### config.mk
export PLATFORM = sky130hd
export DESIGN_NAME = wav_pcm_stream_parser_flat
export DESIGN_NICKNAME = d
export VERILOG_FILES = /design/src/hdl/wps_pkg.sv /design/src/hdl/wps_stream_if.sv /design/src/hdl/wav_pcm_stream_parser.sv /design/src/hdl/wps_parser.sv /design/src/hdl/wps_out_queue.sv /design/src/flat_wrapper.sv
export SDC_FILE = /design/constraint.sdc
export NUM_CORES = 1
export LEC_CHECK = 0
export BUFFER_PORTS_ARGS = -buffer_cell sky130_fd_sc_hd__buf_4
export CAP_MARGIN = 15
export CORE_ASPECT_RATIO = 1.25
export CORE_MARGIN = 1.5
export CORE_UTILIZATION = 57
export CTS_BUF_LIST = sky130_fd_sc_hd__clkbuf_8 sky130_fd_sc_hd__clkbuf_16
export DETAILED_ROUTE_END_ITERATION = 7
export PLACE_DENSITY = 0.71
export SLEW_MARGIN = 10
export SYNTH_ARGS = -nofsm -noshare
export SYNTH_HDL_FRONTEND = slang
export SYNTH_SLANG_ARGS = --single-unit
### constraint.sdc
create_clock -name clk -period 11.9 [get_ports clk]
set_input_delay 2.975 -clock clk [delete_from_list [all_inputs] [get_ports clk]]
set_output_delay 2.975 -clock clk [all_outputs]
set_load 0.01 [all_outputs]
### src/hdl/wps_pkg.sv
package wps_pkg;

  localparam int WPS_QUEUE_DEPTH = 3;

  localparam logic [31:0] ID_RIFF = 32'h4646_4952;
  localparam logic [31:0] ID_WAVE = 32'h4556_4157;
  localparam logic [31:0] ID_FMT  = 32'h2074_6D66;
  localparam logic [31:0] ID_DATA = 32'h6174_6164;

  localparam logic KIND_SAMPLE = 1'b0;
  localparam logic KIND_STATUS = 1'b1;

  typedef enum logic [2:0] {
    ST_OK      = 3'd0,
    ST_HEADER  = 3'd1,
    ST_MISSING = 3'd2,
    ST_NOT_PCM = 3'd3,
    ST_NOT_MONO = 3'd4,
    ST_BITS    = 3'd5
  } wps_status_t;

  typedef enum logic [3:0] {
    PH_HEADER      = 4'd0,
    PH_CHUNK_HDR   = 4'd1,
    PH_FMT         = 4'd2,
    PH_SKIP        = 4'd3,
    PH_PAD         = 4'd4,
    PH_DATA        = 4'd5,
    PH_DONE        = 4'd6,
    PH_ERR_HEADER  = 4'd8,
    PH_ERR_MISSING = 4'd9,
    PH_ERR_PCM     = 4'd10,
    PH_ERR_MONO    = 4'd11,
    PH_ERR_BITS    = 4'd12
  } wps_phase_t;

  typedef struct packed {
    logic [7:0] data_byte;
    logic       end_of_file;
  } wps_in_t;

  typedef struct packed {
    logic               kind;
    logic signed [23:0] sample;
    logic [2:0]         status;
    logic [31:0]        sample_rate;
  } wps_out_t;

  // results produced by one accepted byte, in order
  typedef struct packed {
    logic [1:0] count;
    wps_out_t   res0;
    wps_out_t   res1;
  } wps_push_t;

endpackage

### src/hdl/wps_stream_if.sv
interface wps_stream_if #(
  parameter type item_t = logic [7:0]
) ();
  logic  valid;
  logic  ready;
  item_t data;

  modport source (output valid, output data, input ready);
  modport sink (input valid, input data, output ready);
endinterface

### src/hdl/wav_pcm_stream_parser.sv
// WAV byte-stream parser, mono PCM 16 or 24 bit
// in_chan carries one byte of the file per item with an end_of_file flag on
// the final byte. out_chan carries results: audio samples as signed Q1.23
// (16-bit samples shifted left by 8) and, after the final byte, one status
// item holding the code and the sample rate from the fmt chunk.
// Each byte updates the parser state in the cycle it is accepted; its
// results sit in a small output queue and, if it was empty, show on
// out_chan from the next cycle. One byte is taken every cycle while the
// receiver keeps up; the final byte of a sample-completing file yields a
// sample and a status item, and the status shows in the cycle after the
// sample; at default depth in_chan.ready drops for one cycle, as it shows.
// in_chan.ready drops while the queue holds more than QUEUE_DEPTH-2 items,
// so a stalled receiver stops the byte stream once QUEUE_DEPTH-1 results
// wait (QUEUE_DEPTH after a final byte); nothing is dropped and queued items
// hold steady.
// Reset (rst_n low, synchronous) empties the queue and returns the parser
// to the header phase; the parser also returns there after each final byte.
module wav_pcm_stream_parser #(
  parameter int QUEUE_DEPTH = wps_pkg::WPS_QUEUE_DEPTH
) (
  input  logic       clk,
  input  logic       rst_n,
  wps_stream_if.sink   in_chan,
  wps_stream_if.source out_chan
);
  import wps_pkg::*;

  wps_push_t push;
  logic      room;
  logic      accept;

  assign in_chan.ready = room;
  assign accept = in_chan.valid && room;

  wps_parser u_parser (
    .clk     (clk),
    .rst_n   (rst_n),
    .accept  (accept),
    .in_item (in_chan.data),
    .push    (push)
  );

  wps_out_queue #(
    .DEPTH (QUEUE_DEPTH)
  ) u_queue (
    .clk      (clk),
    .rst_n    (rst_n),
    .push     (push),
    .room     (room),
    .out_chan (out_chan)
  );

endmodule

### src/hdl/wps_parser.sv
module wps_parser (
  input  logic              clk,
  input  logic              rst_n,
  input  logic              accept,
  input  wps_pkg::wps_in_t  in_item,
  output wps_pkg::wps_push_t push
);
  import wps_pkg::*;

  wps_phase_t  phase_r, phase_nxt;
  logic [31:0] byte_count_r, byte_count_nxt;
  logic [31:0] chunk_id_r, chunk_id_nxt;
  logic [31:0] chunk_length_r, chunk_length_nxt;
  logic [15:0] format_tag_r, format_tag_nxt;
  logic [15:0] channel_count_r, channel_count_nxt;
  logic [31:0] rate_value_r, rate_value_nxt;
  logic [15:0] sample_bits_r, sample_bits_nxt;
  logic        fmt_seen_r, fmt_seen_nxt;
  logic        pad_pending_r, pad_pending_nxt;
  logic [23:0] sample_accum_r, sample_accum_nxt;
  logic [1:0]  sample_index_r, sample_index_nxt;

  logic [7:0]  b;
  logic [31:0] id_w;
  logic [31:0] len_w;
  logic [31:0] count_inc;
  logic [23:0] acc_w;
  logic [2:0]  index_inc;
  logic        need3;
  logic        emit;
  wps_out_t    sample_res;
  wps_out_t    status_res;
  wps_status_t st;

  always_comb begin
    phase_nxt         = phase_r;
    byte_count_nxt    = byte_count_r;
    chunk_id_nxt      = chunk_id_r;
    chunk_length_nxt  = chunk_length_r;
    format_tag_nxt    = format_tag_r;
    channel_count_nxt = channel_count_r;
    rate_value_nxt    = rate_value_r;
    sample_bits_nxt   = sample_bits_r;
    fmt_seen_nxt      = fmt_seen_r;
    pad_pending_nxt   = pad_pending_r;
    sample_accum_nxt  = sample_accum_r;
    sample_index_nxt  = sample_index_r;

    b         = in_item.data_byte;
    id_w      = chunk_id_r;
    len_w     = chunk_length_r;
    count_inc = byte_count_r + 32'd1;
    acc_w     = sample_accum_r;
    index_inc = {1'b0, sample_index_r} + 3'd1;
    need3     = (sample_bits_r != 16'd16);
    emit      = 1'b0;

    unique case (phase_r)
      PH_HEADER: begin
        id_w = {b, chunk_id_r[31:8]};
        chunk_id_nxt = id_w;
        if (byte_count_r == 32'd3 && id_w != ID_RIFF) begin
          phase_nxt = PH_ERR_HEADER;
        end else if (byte_count_r == 32'd11) begin
          if (id_w != ID_WAVE) begin
            phase_nxt = PH_ERR_HEADER;
          end else begin
            phase_nxt      = PH_CHUNK_HDR;
            byte_count_nxt = '0;
            chunk_id_nxt   = '0;
          end
        end else begin
          byte_count_nxt = count_inc;
        end
      end
      PH_CHUNK_HDR: begin
        if (byte_count_r < 32'd4) begin
          id_w = {b, chunk_id_r[31:8]};
        end else begin
          len_w = {b, chunk_length_r[31:8]};
        end
        chunk_id_nxt     = id_w;
        chunk_length_nxt = len_w;
        byte_count_nxt   = count_inc;
        if (count_inc == 32'd8) begin
          // chunk header complete
          pad_pending_nxt = len_w[0];
          byte_count_nxt  = '0;
          if (id_w == ID_FMT) begin
            format_tag_nxt    = '0;
            channel_count_nxt = '0;
            rate_value_nxt    = '0;
            sample_bits_nxt   = '0;
            fmt_seen_nxt      = 1'b1;
            phase_nxt = (len_w == '0) ? PH_CHUNK_HDR : PH_FMT;
          end else if (id_w == ID_DATA) begin
            if (!fmt_seen_r) begin
              phase_nxt = PH_ERR_MISSING;
            end else if (format_tag_r != 16'd1) begin
              phase_nxt = PH_ERR_PCM;
            end else if (channel_count_r != 16'd1) begin
              phase_nxt = PH_ERR_MONO;
            end else if (sample_bits_r != 16'd16 && sample_bits_r != 16'd24) begin
              phase_nxt = PH_ERR_BITS;
            end else begin
              sample_accum_nxt = '0;
              sample_index_nxt = '0;
              phase_nxt = (len_w == '0) ? PH_DONE : PH_DATA;
            end
          end else begin
            phase_nxt = (len_w == '0) ? PH_CHUNK_HDR : PH_SKIP;
          end
        end
      end
      PH_FMT: begin
        if (byte_count_r == 32'd0) format_tag_nxt[7:0]     = format_tag_r[7:0] | b;
        if (byte_count_r == 32'd1) format_tag_nxt[15:8]    = format_tag_r[15:8] | b;
        if (byte_count_r == 32'd2) channel_count_nxt[7:0]  = channel_count_r[7:0] | b;
        if (byte_count_r == 32'd3) channel_count_nxt[15:8] = channel_count_r[15:8] | b;
        if (byte_count_r == 32'd4) rate_value_nxt[7:0]     = rate_value_r[7:0] | b;
        if (byte_count_r == 32'd5) rate_value_nxt[15:8]    = rate_value_r[15:8] | b;
        if (byte_count_r == 32'd6) rate_value_nxt[23:16]   = rate_value_r[23:16] | b;
        if (byte_count_r == 32'd7) rate_value_nxt[31:24]   = rate_value_r[31:24] | b;
        if (byte_count_r == 32'd14) sample_bits_nxt[7:0]   = sample_bits_r[7:0] | b;
        if (byte_count_r == 32'd15) sample_bits_nxt[15:8]  = sample_bits_r[15:8] | b;
        byte_count_nxt = count_inc;
        if (count_inc == chunk_length_r) begin
          byte_count_nxt = '0;
          phase_nxt = pad_pending_r ? PH_PAD : PH_CHUNK_HDR;
        end
      end
      PH_SKIP: begin
        byte_count_nxt = count_inc;
        if (count_inc == chunk_length_r) begin
          byte_count_nxt = '0;
          phase_nxt = pad_pending_r ? PH_PAD : PH_CHUNK_HDR;
        end
      end
      PH_PAD: begin
        pad_pending_nxt = 1'b0;
        byte_count_nxt  = '0;
        phase_nxt       = PH_CHUNK_HDR;
      end
      PH_DATA: begin
        unique case (sample_index_r)
          2'd0:    acc_w[7:0]   = sample_accum_r[7:0] | b;
          2'd1:    acc_w[15:8]  = sample_accum_r[15:8] | b;
          2'd2:    acc_w[23:16] = sample_accum_r[23:16] | b;
          default: acc_w        = sample_accum_r;
        endcase
        emit = (index_inc >= (need3 ? 3'd3 : 3'd2));
        if (emit) begin
          sample_accum_nxt = '0;
          sample_index_nxt = '0;
        end else begin
          sample_accum_nxt = acc_w;
          sample_index_nxt = index_inc[1:0];
        end
        byte_count_nxt = count_inc;
        if (count_inc == chunk_length_r) begin
          phase_nxt = PH_DONE;
        end
      end
      default: begin
      end
    endcase

    sample_res.kind        = KIND_SAMPLE;
    sample_res.sample      = need3 ? acc_w : {acc_w[15:0], 8'h00};
    sample_res.status      = ST_OK;
    sample_res.sample_rate = '0;

    unique case (phase_nxt)
      PH_HEADER:      st = ST_HEADER;
      PH_ERR_HEADER:  st = ST_HEADER;
      PH_ERR_MISSING: st = ST_MISSING;
      PH_ERR_PCM:     st = ST_NOT_PCM;
      PH_ERR_MONO:    st = ST_NOT_MONO;
      PH_ERR_BITS:    st = ST_BITS;
      PH_DATA:        st = ST_OK;
      PH_DONE:        st = ST_OK;
      default:        st = ST_MISSING;
    endcase

    status_res.kind        = KIND_STATUS;
    status_res.sample      = '0;
    status_res.status      = st;
    status_res.sample_rate = rate_value_nxt;

    push.count = {1'b0, emit} + {1'b0, in_item.end_of_file};
    push.res0  = emit ? sample_res : status_res;
    push.res1  = status_res;

    // last byte of the file: back to the reset state
    if (in_item.end_of_file) begin
      phase_nxt         = PH_HEADER;
      byte_count_nxt    = '0;
      chunk_id_nxt      = '0;
      chunk_length_nxt  = '0;
      format_tag_nxt    = '0;
      channel_count_nxt = '0;
      rate_value_nxt    = '0;
      sample_bits_nxt   = '0;
      fmt_seen_nxt      = 1'b0;
      pad_pending_nxt   = 1'b0;
      sample_accum_nxt  = '0;
      sample_index_nxt  = '0;
    end

    if (!accept) begin
      push.count = 2'd0;
    end
  end

  always_ff @(posedge clk) begin
    if (!rst_n) begin
      phase_r         <= PH_HEADER;
      byte_count_r    <= '0;
      chunk_id_r      <= '0;
      chunk_length_r  <= '0;
      format_tag_r    <= '0;
      channel_count_r <= '0;
      rate_value_r    <= '0;
      sample_bits_r   <= '0;
      fmt_seen_r      <= 1'b0;
      pad_pending_r   <= 1'b0;
      sample_accum_r  <= '0;
      sample_index_r  <= '0;
    end else if (accept) begin
      phase_r         <= phase_nxt;
      byte_count_r    <= byte_count_nxt;
      chunk_id_r      <= chunk_id_nxt;
      chunk_length_r  <= chunk_length_nxt;
      format_tag_r    <= format_tag_nxt;
      channel_count_r <= channel_count_nxt;
      rate_value_r    <= rate_value_nxt;
      sample_bits_r   <= sample_bits_nxt;
      fmt_seen_r      <= fmt_seen_nxt;
      pad_pending_r   <= pad_pending_nxt;
      sample_accum_r  <= sample_accum_nxt;
      sample_index_r  <= sample_index_nxt;
    end
  end

endmodule

### src/hdl/wps_out_queue.sv
module wps_out_queue #(
  parameter int DEPTH = wps_pkg::WPS_QUEUE_DEPTH
) (
  input  logic               clk,
  input  logic               rst_n,
  input  wps_pkg::wps_push_t push,
  output logic               room,
  wps_stream_if.source       out_chan
);
  import wps_pkg::*;

  localparam int PW = (DEPTH > 1) ? $clog2(DEPTH) : 1;
  localparam int CW = $clog2(DEPTH + 1);
  localparam int SW = $clog2(2 * DEPTH + 1);
  localparam logic [SW-1:0] DEPTH_S = SW'(DEPTH);
  localparam logic [CW-1:0] ROOM_MAX = CW'(DEPTH - 2);

  wps_out_t      entry_r [DEPTH];
  logic [PW-1:0] head_r, head_nxt;
  logic [CW-1:0] count_r, count_nxt;
  logic [SW-1:0] sum0, sum1;
  logic [PW-1:0] tail0, tail1;
  logic          pop;

  assign out_chan.valid = (count_r != '0);
  assign out_chan.data  = entry_r[head_r];
  assign pop  = out_chan.valid && out_chan.ready;
  // room for the two results a last byte can produce
  assign room = (count_r <= ROOM_MAX);

  always_comb begin
    sum0  = SW'(head_r) + SW'(count_r);
    sum1  = sum0 + SW'(1);
    tail0 = (sum0 >= DEPTH_S) ? PW'(sum0 - DEPTH_S) : PW'(sum0);
    tail1 = (sum1 >= DEPTH_S) ? PW'(sum1 - DEPTH_S) : PW'(sum1);
    head_nxt = head_r;
    if (pop) begin
      head_nxt = (head_r == PW'(DEPTH - 1)) ? '0 : head_r + PW'(1);
    end
    count_nxt = count_r + CW'(push.count) - CW'(pop);
  end

  always_ff @(posedge clk) begin
    if (!rst_n) begin
      head_r  <= '0;
      count_r <= '0;
    end else begin
      head_r  <= head_nxt;
      count_r <= count_nxt;
    end
  end

  always_ff @(posedge clk) begin
    if (push.count != 2'd0) begin
      entry_r[tail0] <= push.res0;
    end
    if (push.count == 2'd2) begin
      entry_r[tail1] <= push.res1;
    end
  end

endmodule

### src/flat_wrapper.sv
// flat-port wrapper written by rule: the top's interface ports become plain ports
module wav_pcm_stream_parser_flat import wps_pkg::*;
#(
  parameter int QUEUE_DEPTH = wps_pkg::WPS_QUEUE_DEPTH
)
  (clk, rst_n, in_chan_valid, in_chan_data, in_chan_ready, out_chan_valid, out_chan_data, out_chan_ready);
  wps_stream_if #(.item_t(wps_in_t)) in_chan_i ();
  wps_stream_if #(.item_t(wps_out_t)) out_chan_i ();
  input  logic clk;
  input  logic rst_n;
  input wire logic [$bits(in_chan_i.valid)-1:0] in_chan_valid;
  input wire logic [$bits(in_chan_i.data)-1:0] in_chan_data;
  output wire logic [$bits(in_chan_i.ready)-1:0] in_chan_ready;
  output wire logic [$bits(out_chan_i.valid)-1:0] out_chan_valid;
  output wire logic [$bits(out_chan_i.data)-1:0] out_chan_data;
  input wire logic [$bits(out_chan_i.ready)-1:0] out_chan_ready;
  assign in_chan_i.valid = in_chan_valid;
  assign in_chan_i.data = in_chan_data;
  assign in_chan_ready = in_chan_i.ready;
  assign out_chan_valid = out_chan_i.valid;
  assign out_chan_data = out_chan_i.data;
  assign out_chan_i.ready = out_chan_ready;
  wav_pcm_stream_parser #(.QUEUE_DEPTH(QUEUE_DEPTH)) u_core (.clk(clk), .rst_n(rst_n), .in_chan(in_chan_i), .out_chan(out_chan_i));
endmodule
; Yosys cells after proc, flatten, opt, wreduce, memory -nomap -nowiden
; Memories as Yosys holds them, arrays and structs flattened. A register that Yosys moved wholly into a read port is not among the register bits.
; Cells that the tools add are included.
[totals]
latchBits = 0
in_bits = 13
mem_count = 2
output_inout_bits = 62
ramBits = 180
mem_bits_ro = 48
ff_bits = 212
[classes]
reduce_logical = 31
n_shift = 0
addsub = 10
order_cmp = 5
n_eq_ne = 45
mux = 103
n_mul = 0
n_div = 0
bitwise = 13
[memory_table]
columns = memory, depth, width, rd, rd_clocked_by_memory_dff, wr, line
row1 = u_core.u_queue.entry_r, 3, 60, 1, 1, 2, wps_out_queue.sv:18  ; wps_out_t entry_r [DEPTH];
row2 = (name not given), 16, 3, 1, 0, 0, wps_parser.sv:173  ; unique case (phase_nxt)
[ops]
columns = cell, count
row1 = two-way mux 32 bit, 19
row2 = two-way mux 24 bit, 11
row3 = case mux 32 bit (5 select lines), 1
row4 = == test 32 x 3 -> 1 bit (second input constant), 4
row5 = == test 32 x 4 -> 1 bit (second input constant), 4
row6 = case mux 32 bit (2 select lines), 2
row7 = two-way mux 8 bit, 13
row8 = OR 8 bit, 13
row9 = case mux 16 bit (2 select lines), 3
row10 = two-way mux 16 bit, 5
row11 = == test 32 x 2 -> 1 bit (second input constant), 2
row12 = logical NOT 32 bit, 2
row13 = inequality test 32 x 31 -> 1 bit (second input constant), 2
row14 = two-way mux 60 bit, 1
row15 = two-way mux 4 bit, 13
row16 = case mux 24 bit (2 select lines), 1
row17 = inequality test 3 bit (second input constant), 15
row18 = two-way mux 2 bit, 18
row19 = adder 32 x 1 -> 32 bit (second input constant), 1
row20 = == test 32 x 1 -> 1 bit (second input constant), 1
row21 = == test 32 x 30 -> 1 bit (second input constant), 1
row22 = == test 32 x 31 -> 1 bit (second input constant), 1
row23 = == test 32 bit, 1
row24 = < comparator 32 x 3 -> 1 bit (second input constant), 1
row25 = other kinds (36), 72

; Logic depth before layout (Yosys ltp)
; Gate-level depths: netlist (run 1).
; An unclocked memory read counts as a cell.
[logic_depth]
ltp_word = 15
mapped_depth = 18
mapped_depth_nobuf = 16

; By module
; Synthesis (run 1) repeated with hierarchy kept, for this count alone.
[hier_totals]
hier_cells = 2162
hier_area_um2 = 21364.2
[by_module_without_submodules]
columns = module, seq_area_each_um2, instances, area_each_um2, cells_each
row1 = wps_parser, 4164.0, 1, 11931.4, 1525
row2 = wps_out_queue, 5525.3, 1, 9426.5, 636
row3 = wav_pcm_stream_parser, 0.0, 1, 6.3, 1

; Worst setup path after synthesis (run 1)
; Ideal clock, no wire load.
[synth_path]
path_kind = input to register
from = in in_chan_data[0]
to = mem u_core.u_queue.entry_r[0][0] (netlist name) (enable)
required_time_ps = 11424
slack_ps = 5406
arrival_time_ps = 6018
setup_time_ps = 476
path_buffers = 0
path_stages = 3
path_cell_list = ha_1 -> nand3b_1 -> o21ai_0
[synth_rtl]
columns = element, line
row1 = from (decl), flat_wrapper.sv:12  ; input wire logic [$bits(in_chan_i.data)-1:0] in_chan_data;
row2 = to (decl), wps_out_queue.sv:18

==> summary.txt, run 1 <==
Power and ir drop
  • PwrDens: ~160 nW/µm²
  • P_leak: ~7.6 nW
  • Maximum vdd ir drop: 105 µV
  • Final total power: roughly 3.5 mW

Route
  • DR WL/cell: 21.2 µm
  • Iteration-0 DRC count of the detailed router: 1,483
  • Remaining antenna violation count: 0
  • Top sig layer: met4
  • Met3 Wirelength: between 2000 and 3000 µm
  • Avg Vias per Cell: 6.30
  • Drc violations: 0
  • DRT met1 WL: 23,200 µm
  • Vias: 17,100
  • Final WL: 57,500 µm
  • DR WL met2: ~28,000 µm
  • First-pass DRT Iterations: 5

Worst setup path
  • Critical path endpoint category: flop
  • Critical Path Max Stage Delay: roughly 0.93 ns
  • Critical path fanouts, max: 16
  • FF-to-FF setup slack: 5.73 ns
  • R2R Path Start: u_core.u_parser.byte_count_r[0]
  • R2r worst-path depth: 13
  • Critical path, cell by cell: ha_1 > nand4_1 > or4_4 > or3_1 > a21oi_1 > o311ai_0 > nor4b_1 > nand3_1 > or3_1 > and2_1 > ha_1 > a211oi_1 > a211oi_1
  • RR Endpoint: u_core.u_queue.entry_r[2][33]
  • CP arrival: 6.45 ns
  • CP Launch Type: flop
  • Critical path type: flop to flop
  • Crit path buffers/inverters: 0
  • Critical path data required time: 12.18 ns
  • Crit path max-delay family: simple AND/OR/NAND/NOR gates
  • Slowest CP cell: nor4b_1

Layout
  • FF+latch area: 8950 µm²
  • Area of the multi-input gates: 9950 µm²
  • Non-Filler Instances: 2,710
  • Antenna cells: 0
  • Share of post-route cells with drive strength above 1: 0.0997
  • Final Cell Area: 21,700 µm²
  • Final core occ: 0.643
  • Filler cell count: 2,863
  • Area growth syn-to-layout: 10.4%
  • Final-stage net count: 2,290

Global route
  • Vias in the first global route: between 15,000 and 20,000
  • Initial antenna violation count: 0
  • GRT Util Overall: 0.319
  • First-pass GRT wire length: just under 90,000 µm
  • Gr ovfl total: 0
  • Largest net degree at the start of global routing: 109

STA
  • Fin Hold WS: 0.445 ns
  • Fmax: around 0.16 GHz
  • Period minus WS final: 6.17 ns
  • Final hold violation count: 0
  • Worst-margin pin slew: 1.15 ns
  • Worst relative slew slack: 0.224
  • Finish-stage setup viols: 0
  • Setup Total Neg Slack: 0 ns
  • RSZ-0062 raised after global routing: false
  • Fin crit share: 0.518
  • Fin. max-slew vios: 0
  • Worst setup margin: 5.73 ns
  • Clk_skew: 0.0163 ns

Synth
  • Post-Synthesis Cells: roughly 2,300
  • Synthesis warning total: 0
  • Sequential area share after synthesis: 0.454
  • Post-synth top area share: 0.294
  • Synth Cell Area: 19,700 µm²
  • Fraction of registers with async set or reset after synthesis: 0
  • Most common cell in the netlist: nor2_1
  • Avg Inst Size Synth: 8.59 µm²
  • Leading area contributor after synthesis: dfxtp_1
  • #FFs+latches synth: between 300 and 400
  • Synth unique cells: 83
  • Top_reg_cell synth: dfxtp_1
  • Syn nets: 2,323
  • Synth area leaders: dfxtp_1, edfxtp_1, nor2_1
  • Post-synth EDFFs: between 100 and 150
  • Synth top cells by count: nor2_1, dfxtp_1, nand2_1, a21oi_1, clkbuf_1

Clock network
  • CTS root buf: clkbuf_16
  • CTS buffer count: 40
  • Post-CTS Setup Bufs: 0
  • CTS Sinks: 394
  • TritonCTS clock tree: yes
  • PostCTS Resize Cnt: 0
  • Skew-Pair Late Insertion Delay: 0.56 ns
  • Worst-path clk slew: 0.06 ns
  • H-Tree Depth: 2
  • Clock Tree Buf Depth: 3
  • Cts hold-fix bufs: 0

Placed design
  • Placed insts: 2,637
  • Cell area after placement: 20,400 µm²
  • DP Worst Slack: 5.44 ns
  • GP Congestion: slightly below 1
  • Post-DP HPWL: roughly 38,000 µm
  • Number of port buffers: between 70 and 80

Job
  • Maxcap violations: 0

Die
  • Core ar.: about 34,000 µm²
  • IO Pins: 75
  • Die Y: 211 µm
  • Initial Util: 0.582
  • Die area: 35,600 µm²
  • Die W: between 150 and 200 µm
  • Core Rows: 75

Hold path
  • Hold Path Depth: 2
  • Hold_sp: u_core.u_queue.entry_r[1][59]
  • Hold/Removal Path Class: flop to flop
  • Worst Hold Path EP: u_core.u_queue.entry_r[1][59]

Outcome
  • Status: finished, final reports clean
## cell usage in the layout, fill, tap and decap left out, types with 10 or more instances in the layout
cell	n
dfxtp_1	287
nor2_1	329
ha_1	20
edfxtp_1	105
a32oi_1	23
a22oi_1	71
nand4_1	39
buf_4	109
xor2_1	17
nand2_1	204
nor4b_1	10
nand2b_1	12
nand3_1	38
or3_1	12
a22o_1	11
clkbuf_16	42
inv_1	39
mux2i_1	84
a211oi_1	25
nor3_1	44
a31oi_1	12
and3_1	22
nor2b_1	82
xnor2_1	27
nor4_1	39
a21oi_1	201
o21ai_0	127
and2_1	55
or4_1	10
## power breakdown
part,total (mW),internal (mW),switching [mW]
combinational,0.654,0.209,0.445
clock,1.29,0.745,0.548
sequential,1.51,1.47,0.0370
## flip-flops by register name, summed over array words and instances (netlist names), named ones only
name                             count
u_core.u_parser.byte_count_r        32
u_core.u_parser.sample_accum_r      24
u_core.u_parser.rate_value_r        32
u_core.u_parser.sample_bits_r       16
u_core.u_parser.phase_r              4
u_core.u_parser.chunk_id_r          32
u_core.u_parser.chunk_length_r      32
u_core.u_parser.fmt_seen_r           1
u_core.u_parser.pad_pending_r        1
u_core.u_parser.sample_index_r       2
u_core.u_queue.entry_r             180
u_core.u_queue.count_r               2
u_core.u_parser.channel_count_r     16
u_core.u_parser.format_tag_r        16
u_core.u_queue.head_r                2
## worst max-delay path by stage
stage,from,to,slack (ns),depth (start not counted)
2_1_floorplan,in_chan_data[0],u_core.u_queue.entry_r[0][0],5.41,3
3_3_place_gp,in_chan_data[2],u_core.u_queue.entry_r[0][33],5.51,14
3_5_place_dp,in_chan_data[2],u_core.u_queue.entry_r[2][33],5.44,14
4_1_cts,u_core.u_parser.byte_count_r[0],u_core.u_queue.entry_r[2][33],5.92,13
5_1_grt,u_core.u_parser.byte_count_r[0],u_core.u_queue.entry_r[2][33],5.51,13
6_report,u_core.u_parser.byte_count_r[0],u_core.u_queue.entry_r[2][33],5.73,13
## worst min-delay path: stages, from the launching register on
cell and delay [ns]:
dfxtp_1 0.31, nand2_1 0.05, nand2_1 0.04
## cell type report
type,instances,area share
flip-flops and latches,394,0.412
clock inverters,26,0.0111
well taps,423,0.0244
clock buffers,47,0.0516
multi-input cells,1679,0.458
repair buffers,109,0.0377
inverters,32,0.00553
## per-layer routing
metal / GRT usage / vias to the layer above
met3: 0.0358 / 163
met1: 0.389 / 8185
li1: - / 8122
met5: 0 / -
met4: 0.177 / 0
met2: 0.550 / 592
## cells by family (layout without fill, tap and decap cells)
logic type                 Yosys count  after routing  share of synthesized area
AOI/OAI and AO/OA                  568            568                      0.180
xor gates and xnor gates            45             45                     0.0207
adders and majority gates           22             22                     0.0142
buffers and inverters              216            214                     0.0450
DFF                                394            394                      0.454
muxes                               84             84                     0.0427
and+or+nand+nor                    960            960                      0.243
(Power assumes the default switching activity.)
==> run 2: changes to the inputs <==
--- a/config.mk
+++ b/config.mk
@@ -9,10 +9,10 @@
 export CAP_MARGIN = 15
 export CORE_ASPECT_RATIO = 1.25
 export CORE_MARGIN = 1.5
-export CORE_UTILIZATION = 57
+export CORE_UTILIZATION = 56
 export CTS_BUF_LIST = sky130_fd_sc_hd__clkbuf_8 sky130_fd_sc_hd__clkbuf_16
 export DETAILED_ROUTE_END_ITERATION = 7
-export PLACE_DENSITY = 0.71
+export PLACE_DENSITY = 0.73
 export SLEW_MARGIN = 10
 export SYNTH_ARGS = -nofsm -noshare
 export SYNTH_HDL_FRONTEND = slang
==> constraint.sdc (replaced) <==
create_clock -name clk -period 5.51 [get_ports clk]
set_input_delay 1.3775 -clock clk [delete_from_list [all_inputs] [get_ports clk]]
set_output_delay 1.3775 -clock clk [all_outputs]
set_load 0.01 [all_outputs]
==> summary.txt, run 2 (synthesized netlist as in run 1, its figures left out) <==
Outcome
  • Status: finished, final reports clean

STA
  • Fin. max-slew vios: 0
  • Setup Total Neg Slack: 0 ns
  • Period minus WS final: 5.05 ns
  • Worst-margin pin slew: 1.10 ns
  • Clk_skew: 0.0190 ns
  • Fin crit share: 0.917
  • RSZ-0062 raised after global routing: false
  • Final hold violation count: 0
  • Worst relative slew slack: 0.265
  • Finish-stage setup viols: 0
  • Fmax: 0.198 GHz

Worst setup path
  • RR Endpoint: u_core.u_queue.entry_r[1][33]
  • CP Launch Type: flop
  • R2r worst-path depth: 15
  • Critical path data required time: around 5.8 ns
  • Critical path type: flop to flop
  • R2R Path Start: u_core.u_parser.byte_count_r[5]
  • Slowest CP cell: nor4_1
  • Critical Path Max Stage Delay: approximately 0.62 ns
  • FF-to-FF setup slack: 0.46 ns
  • Critical path fanouts, max: 15
  • Critical path, cell by cell: nand3_2 > buf_4 > nor4_1 > buf_4 > nand4_1 > xnor2_1 > or4bb_1 > or4_4 > or3_1 > a21oi_1 > a211oi_2 > inv_1 > ha_1 > a211oi_1 > a211oi_1
  • Critical path endpoint category: flop
  • CP arrival: 5.32 ns

Global route
  • Vias in the first global route: 16,200
  • Largest net degree at the start of global routing: 121
  • Initial antenna violation count: 0
  • First-pass GRT wire length: 88,100 µm
  • Gr ovfl total: 0
  • GRT Util Overall: 0.310

Hold path
  • Hold/Removal Path Class: flop to flop
  • Hold_sp: u_core.u_queue.entry_r[0][59]
  • Hold Path Depth: 2
  • Worst Hold Path EP: u_core.u_queue.entry_r[0][59]

Route
  • Avg Vias per Cell: 6.17
  • DR WL met2: approximately 27,000 µm
  • Remaining antenna violation count: 0
  • Drc violations: 0
  • DR WL/cell: 20.3 µm
  • Iteration-0 DRC count of the detailed router: 1,403
  • DRT met1 WL: 22,800 µm
  • Vias: 17,200
  • Met3 Wirelength: 3390 µm
  • First-pass DRT Iterations: 5
  • Top sig layer: met4
  • Final WL: 56,500 µm

Clock network
  • H-Tree Depth: 2
  • TritonCTS clock tree: yes
  • Clock Tree Buf Depth: 3
  • CTS Sinks: 394
  • Worst-path clk slew: 0.06 ns
  • CTS root buf: clkbuf_16
  • Cts hold-fix bufs: 0
  • CTS buffer count: 41
  • Skew-Pair Late Insertion Delay: 0.57 ns

Job
  • Maxcap violations: 0

Placed design
  • GP Congestion: 0.958
  • Number of port buffers: 74
  • Post-DP HPWL: around 38,000 µm

Layout
  • Commonest non-fill, non-tap cell in the layout: nor2_1
  • Share of post-route cells with drive strength above 1: 0.111
  • Final core occ: 0.640
  • Final-stage net count: 2,321
  • Antenna cells: 0
  • Filler cell count: 2,879
  • Reg with most FFs: u_core.u_queue.entry_r
  • Area growth syn-to-layout: 12.3%
  • Largest register FFs: 180
  • Most frequent cells in the layout: nor2_1, dfxtp_1, nand2_1

Power and ir drop
  • PwrDens: 343 nW/µm²
  • P_leak: 7.77 nW
  • Maximum vdd ir drop: 265 µV

Die
  • Die W: 171 µm
  • Initial Util: 0.570
  • Die Y: 213 µm
  • IO Pins: between 70 and 80
  • Die area: between 30,000 and 40,000 µm²
  • Core Rows: between 70 and 80
  • Core ar.: 34,500 µm²
[run 2: cell types whose count changed in the layout (fill, tap and decap cells not counted), sizes merged]
cell / previous run / this run
buf: 109 / 139
clkbuf: 47 / 50
clkinv: 10 / 8
bufinv: 3 / 4
clkinvlp: 2 / 1
inv: 43 / 44
[run 2: how the worst max path moves through the flow]
stage | end | startpoint | slack [ns]
after floorplan | u_core.u_queue.entry_r[0][0] | u_core.u_parser.sample_bits_r[5] | 0.71
after global placement | u_core.u_queue.entry_r[1][33] | in_chan_data[3] | 0.49
after detailed placement | u_core.u_queue.entry_r[1][33] | u_core.u_parser.byte_count_r[6] | 0.40
after CTS | u_core.u_queue.entry_r[1][33] | u_core.u_parser.byte_count_r[6] | 0.38
after global routing | u_core.u_queue.entry_r[1][33] | u_core.u_parser.byte_count_r[1] | 0.13
final | u_core.u_queue.entry_r[1][33] | u_core.u_parser.byte_count_r[5] | 0.46
[run 2: worst max-delay path, delay by kind of cell, from the launching register on]
family	cells	cell delay, ns
and+or+nand+nor	6	2.36
adders and majority gates	1	0.26
AOI/OAI and AO/OA	4	0.77
DFF	1	0.56
buffers and inverters	3	0.58
xor gates and xnor gates	1	0.22
[run 2: layout make-up]
cell class / count / area (µm²) / area share
Clock buffer: 50 / 1170 / 0.0530
Clock inverter: 25 / 253 / 0.0114
Timing Repair Buffer: 139 / 1090 / 0.0493
Multi-Input combinational cell: 1679 / 9940 / 0.450
Sequential cell: 394 / 8950 / 0.405
Inverter: 32 / 120 / 0.00543
Tap cell: 468 / 586 / 0.0265
[run 2: layer usage]
metal | vias up | track usage
met5 | - | 0
met4 | 0 | 0.176
met3 | 180 | 0.0419
met2 | 678 | 0.521
met1 | 8164 | 0.382
li1 | 8172 | -
[run 2: what timing repair did]
item / in CTS / in global routing
resized for setup: 0 / 1
endpoints found under the setup margin: 0 / 3
endpoints found under the hold margin: 0 / 0
buffers inserted: 0 / 0
[run 2: power by group]
group	switching, mW	total, mW	internal (mW)
Combinational	0.914	1.38	0.466
Clock	1.19	2.89	1.71
Sequential	0.123	3.30	3.18
Total	2.22	7.57	5.35
[run 2: through the flow]
step / hold WS (ns) / cell area, µm² / setup WS, ns / cells / power, mW
2_1_floorplan: 0.422 / 19700 / 0.710 / 2289 / 4.18
3_3_place_gp: 0.431 / 20700 / 0.494 / 2711 / 4.70
3_5_place_dp: 0.433 / 20700 / 0.397 / 2711 / 4.73
4_1_cts: 0.443 / 22100 / 0.381 / 2786 / 7.60
5_1_grt: 0.473 / 22100 / 0.128 / 2787 / 7.86
6_report: 0.445 / 22100 / 0.456 / 2787 / 7.57
==> run 3: changes to the inputs <==
--- a/config.mk
+++ b/config.mk
@@ -5,14 +5,15 @@
 export SDC_FILE = /design/constraint.sdc
 export NUM_CORES = 1
 export LEC_CHECK = 0
+export ABC_AREA = 1
 export BUFFER_PORTS_ARGS = -buffer_cell sky130_fd_sc_hd__buf_4
 export CAP_MARGIN = 15
 export CORE_ASPECT_RATIO = 1.25
 export CORE_MARGIN = 1.5
-export CORE_UTILIZATION = 56
+export CORE_UTILIZATION = 57
 export CTS_BUF_LIST = sky130_fd_sc_hd__clkbuf_8 sky130_fd_sc_hd__clkbuf_16
 export DETAILED_ROUTE_END_ITERATION = 7
-export PLACE_DENSITY = 0.73
+export PLACE_DENSITY = 0.74
 export SLEW_MARGIN = 10
 export SYNTH_ARGS = -nofsm -noshare
 export SYNTH_HDL_FRONTEND = slang
==> summary.txt, run 3 <==
Layout
  • Non-Filler Instances: 3,602
  • Most frequent cells in the layout: nand2_1, inv_1, nor2_1
  • Share of post-route cells with drive strength above 1: 0.0685
  • Reg with most FFs: u_core.u_queue.entry_r
  • Final-stage net count: ~3,100
  • Antenna cells: 0
  • Final core occ: 0.646
  • Filler cell count: roughly 3,300
  • Commonest non-fill, non-tap cell in the layout: nand2_1
  • Largest register FFs: 180
  • Area growth syn-to-layout: 11.2%

Synth
  • Fraction of registers with async set or reset after synthesis: 0
  • Top_reg_cell synth: dfxtp_1
  • Most common cell in the netlist: nand2_1
  • Compound-Gate Fraction of Synth Area: 0.179
  • Adder-cell share of the synthesized area: 0.0128
  • Synth unique cells: 47
  • Largest family of logic cells by synthesized area: simple AND/OR/NAND/NOR gates
  • Avg Inst Size Synth: 6.85 µm²
  • Syn nets: between 3,000 and 4,000
  • Post-synthesis mux area share: 0
  • Sequential area share after synthesis: 0.422
  • Post-synth EDFFs: roughly 110
  • #FFs+latches synth: 394
  • Synth top cells by count: nand2_1, inv_1, nor2_1, dfxtp_1, a21oi_1
  • Leading area contributor after synthesis: dfxtp_1
  • Post-synth top area share: 0.273
  • Synth Cell Area: 21,200 µm²
  • Post-Synthesis Cells: 3,089
  • Simple-Gate Fraction of Synth Area: 0.277
  • Synth area leaders: dfxtp_1, edfxtp_1, nand2_1
  • XOR/XNOR Fraction of Synth Area: 0.00650
  • Synthesis warning total: 0

Power and ir drop
  • Sw Ratio: 0.338
  • Reg power frac: 0.387
  • Final total power: 9.59 mW
  • PwrDens: 408 nW/µm²
  • Gate power share: 0.302
  • Clock power share: 0.311
  • Maximum vdd ir drop: 294 µV
  • Internal: 6.35 mW
  • Switch Pwr: 3.25 mW
  • P_leak: 9.36 nW

Global route
  • GRT busiest layer: met2
  • Largest net degree at the start of global routing: between 50 and 60
  • Grt met2 use: 0.585
  • Initial antenna violation count: 0
  • GR Util met3: 0.0405
  • GR Util met1: 0.405
  • Gr ovfl total: 0
  • GRT Util Overall: 0.335
  • Vias in the first global route: 19,500
  • First-pass GRT wire length: a little over 100,000 µm

Clock network
  • Worst-path clk slew: 0.06 ns
  • PostCTS Resize Cnt: 0
  • CTS Sinks: 394
  • Post-CTS Setup Bufs: 0
  • Clock Tree Buf Depth: 3
  • Cts hold-fix bufs: 0
  • TritonCTS clock tree: yes
  • Skew-Pair Late Insertion Delay: 0.56 ns
  • CTS root buf: clkbuf_16
  • H-Tree Depth: 2
  • CTS buffer count: 41

Die
  • Initial Util: 0.581
  • IO Pins: 75
  • Core ar.: 36,400 µm²
  • Die Y: 218 µm
  • Core Rows: 78
  • Die area: approximately 38,000 µm²
  • Die W: around 180 µm

Worst setup path
  • R2r worst-path depth: 20
  • Critical path type: flop to flop
  • Cell mode on critical path: nor2_1
  • Slowest CP cell: buf_4
  • Critical path data required time: 5.69 ns
  • CP Launch Type: flop
  • CP arrival: 4.94 ns
  • Critical Path Max Stage Delay: about 0.45 ns
  • Critical path fanouts, max: 35
  • Critical path endpoint category: flop
  • Critical path, cell by cell: nor4_1 > nand4_1 > nor4_1 > buf_4 > nand2_1 > ha_1 > nor2_1 > nor2_1 > nor2_1 > inv_1 > nand2_1 > buf_4 > inv_1 > ha_1 > nor2_1 > nand3_1 > nor2_1 > inv_1 > o21ai_4 > buf_4

Hold path
  • Hold/Removal Path Class: flop to flop
  • Hold Path Depth: 2

STA
  • Clk_skew: 0.0228 ns
  • Fin. max-slew vios: 0
  • Finish-stage setup viols: 0
  • Worst-margin pin slew: 1.06 ns
  • Period minus WS final: ~4.8 ns
  • Setup Total Neg Slack: 0 ns
  • Worst relative slew slack: 0.290
  • Fmax: 0.210 GHz
  • Final hold violation count: 0
  • Fin crit share: 0.863
  • RSZ-0062 raised after global routing: false

Job
  • Maxcap violations: 0

Route
  • Final WL: 64,900 µm
  • Remaining antenna violation count: 0
  • First-pass DRT Iterations: 6
  • Iteration-0 DRC count of the detailed router: approximately 2,100
  • Avg Vias per Cell: just under 6
  • DR WL/cell: about 18 µm
  • Vias: ~21,000
  • Drc violations: 0

Placed design
  • Placed insts: around 3,500
  • Post-DP HPWL: ~45,000 µm
  • GP Congestion: 0.959
  • Number of port buffers: 74

Outcome
  • Status: finished, final reports clean
-- run 3: cell count changes in the layout (fill, tap and decap cells not counted), sizes merged, moves of 52 or more --
cell / previous run / this run
o211ai: 6 / 91
nand2: 205 / 759
and2: 55 / 2
inv: 44 / 406
a22oi: 71 / 1
nor2b: 82 / 0
mux2i: 84 / 0
nor2: 335 / 394
o21ai: 140 / 192
a21oi: 203 / 287
o22ai: 8 / 63
nand3: 39 / 163
-- run 3: power by group through the flow --
| stage | combinational, mW | clock [mW] | sequential, mW |
|---|---|---|---|
| 2_1_floorplan | 1.81 | 0 | 3.70 |
| 3_3_place_gp | 2.82 | 0 | 3.75 |
| 3_5_place_dp | 2.87 | 0 | 3.77 |
| 4_1_cts | 2.90 | 3.00 | 3.71 |
| 5_1_grt | 3.18 | 3.12 | 3.76 |
| 6_report | 2.90 | 2.98 | 3.71 |
-- run 3: routing by layer --
metal	share of wire	vias up
met1	0.39	9821
met4	0.050	0
met3	0.062	172
met2	0.49	816
met5	0	-
li1	-	10100
-- run 3: kinds of logic after synthesis --
family,Yosys count
buffers and inverters,563
adder cells (fa/ha/maj),21
XOR/XNOR,11
AO/OA/AOI/OAI,670
flip-flops,394
AND/OR/NAND/NOR,1430
-- run 3: layout make-up --
type | count | area [µm²] | share of cell area
Multi-Input combinational cell | 2132 | 10100 | 0.430
Sequential cell | 394 | 8940 | 0.380
Inverter | 409 | 1540 | 0.0653
Clock buffer | 47 | 1120 | 0.0476
Timing Repair Buffer | 112 | 891 | 0.0379
Tap cell | 480 | 601 | 0.0255
Clock inverter | 28 | 330 | 0.0140
-- run 3: critical path: cells and delay by family (launching register included) --
kind,cells,cell delay [ns]
compound gates,1,0.16
buf+inv,6,1.53
simple gates,11,1.71
fa+ha+maj,2,0.64
flops,1,0.33
-- run 3: worst paths after layout --
kind	startpoint	end	slack, ns
worst min-delay path	u_core.u_parser.sample_bits_r[1]	u_core.u_parser.sample_bits_r[1]	0.45
worst max register to register	u_core.u_parser.sample_bits_r[6]	u_core.u_queue.entry_r[0][19]	0.75
worst max-delay path	u_core.u_parser.sample_bits_r[6]	u_core.u_queue.entry_r[0][19]	0.75
worst min register to register	u_core.u_parser.sample_bits_r[1]	u_core.u_parser.sample_bits_r[1]	0.45
-- run 3: per-stage QoR --
stage	hold slack (ns)	worst slack (ns)	instance area, µm²
after floorplan	0.429	0.0546	21200
after global placement	0.437	0.845	22100
after detailed placement	0.443	0.796	22100
after CTS	0.451	0.777	23500
after global routing	0.467	0.316	23500
final	0.448	0.754	23500
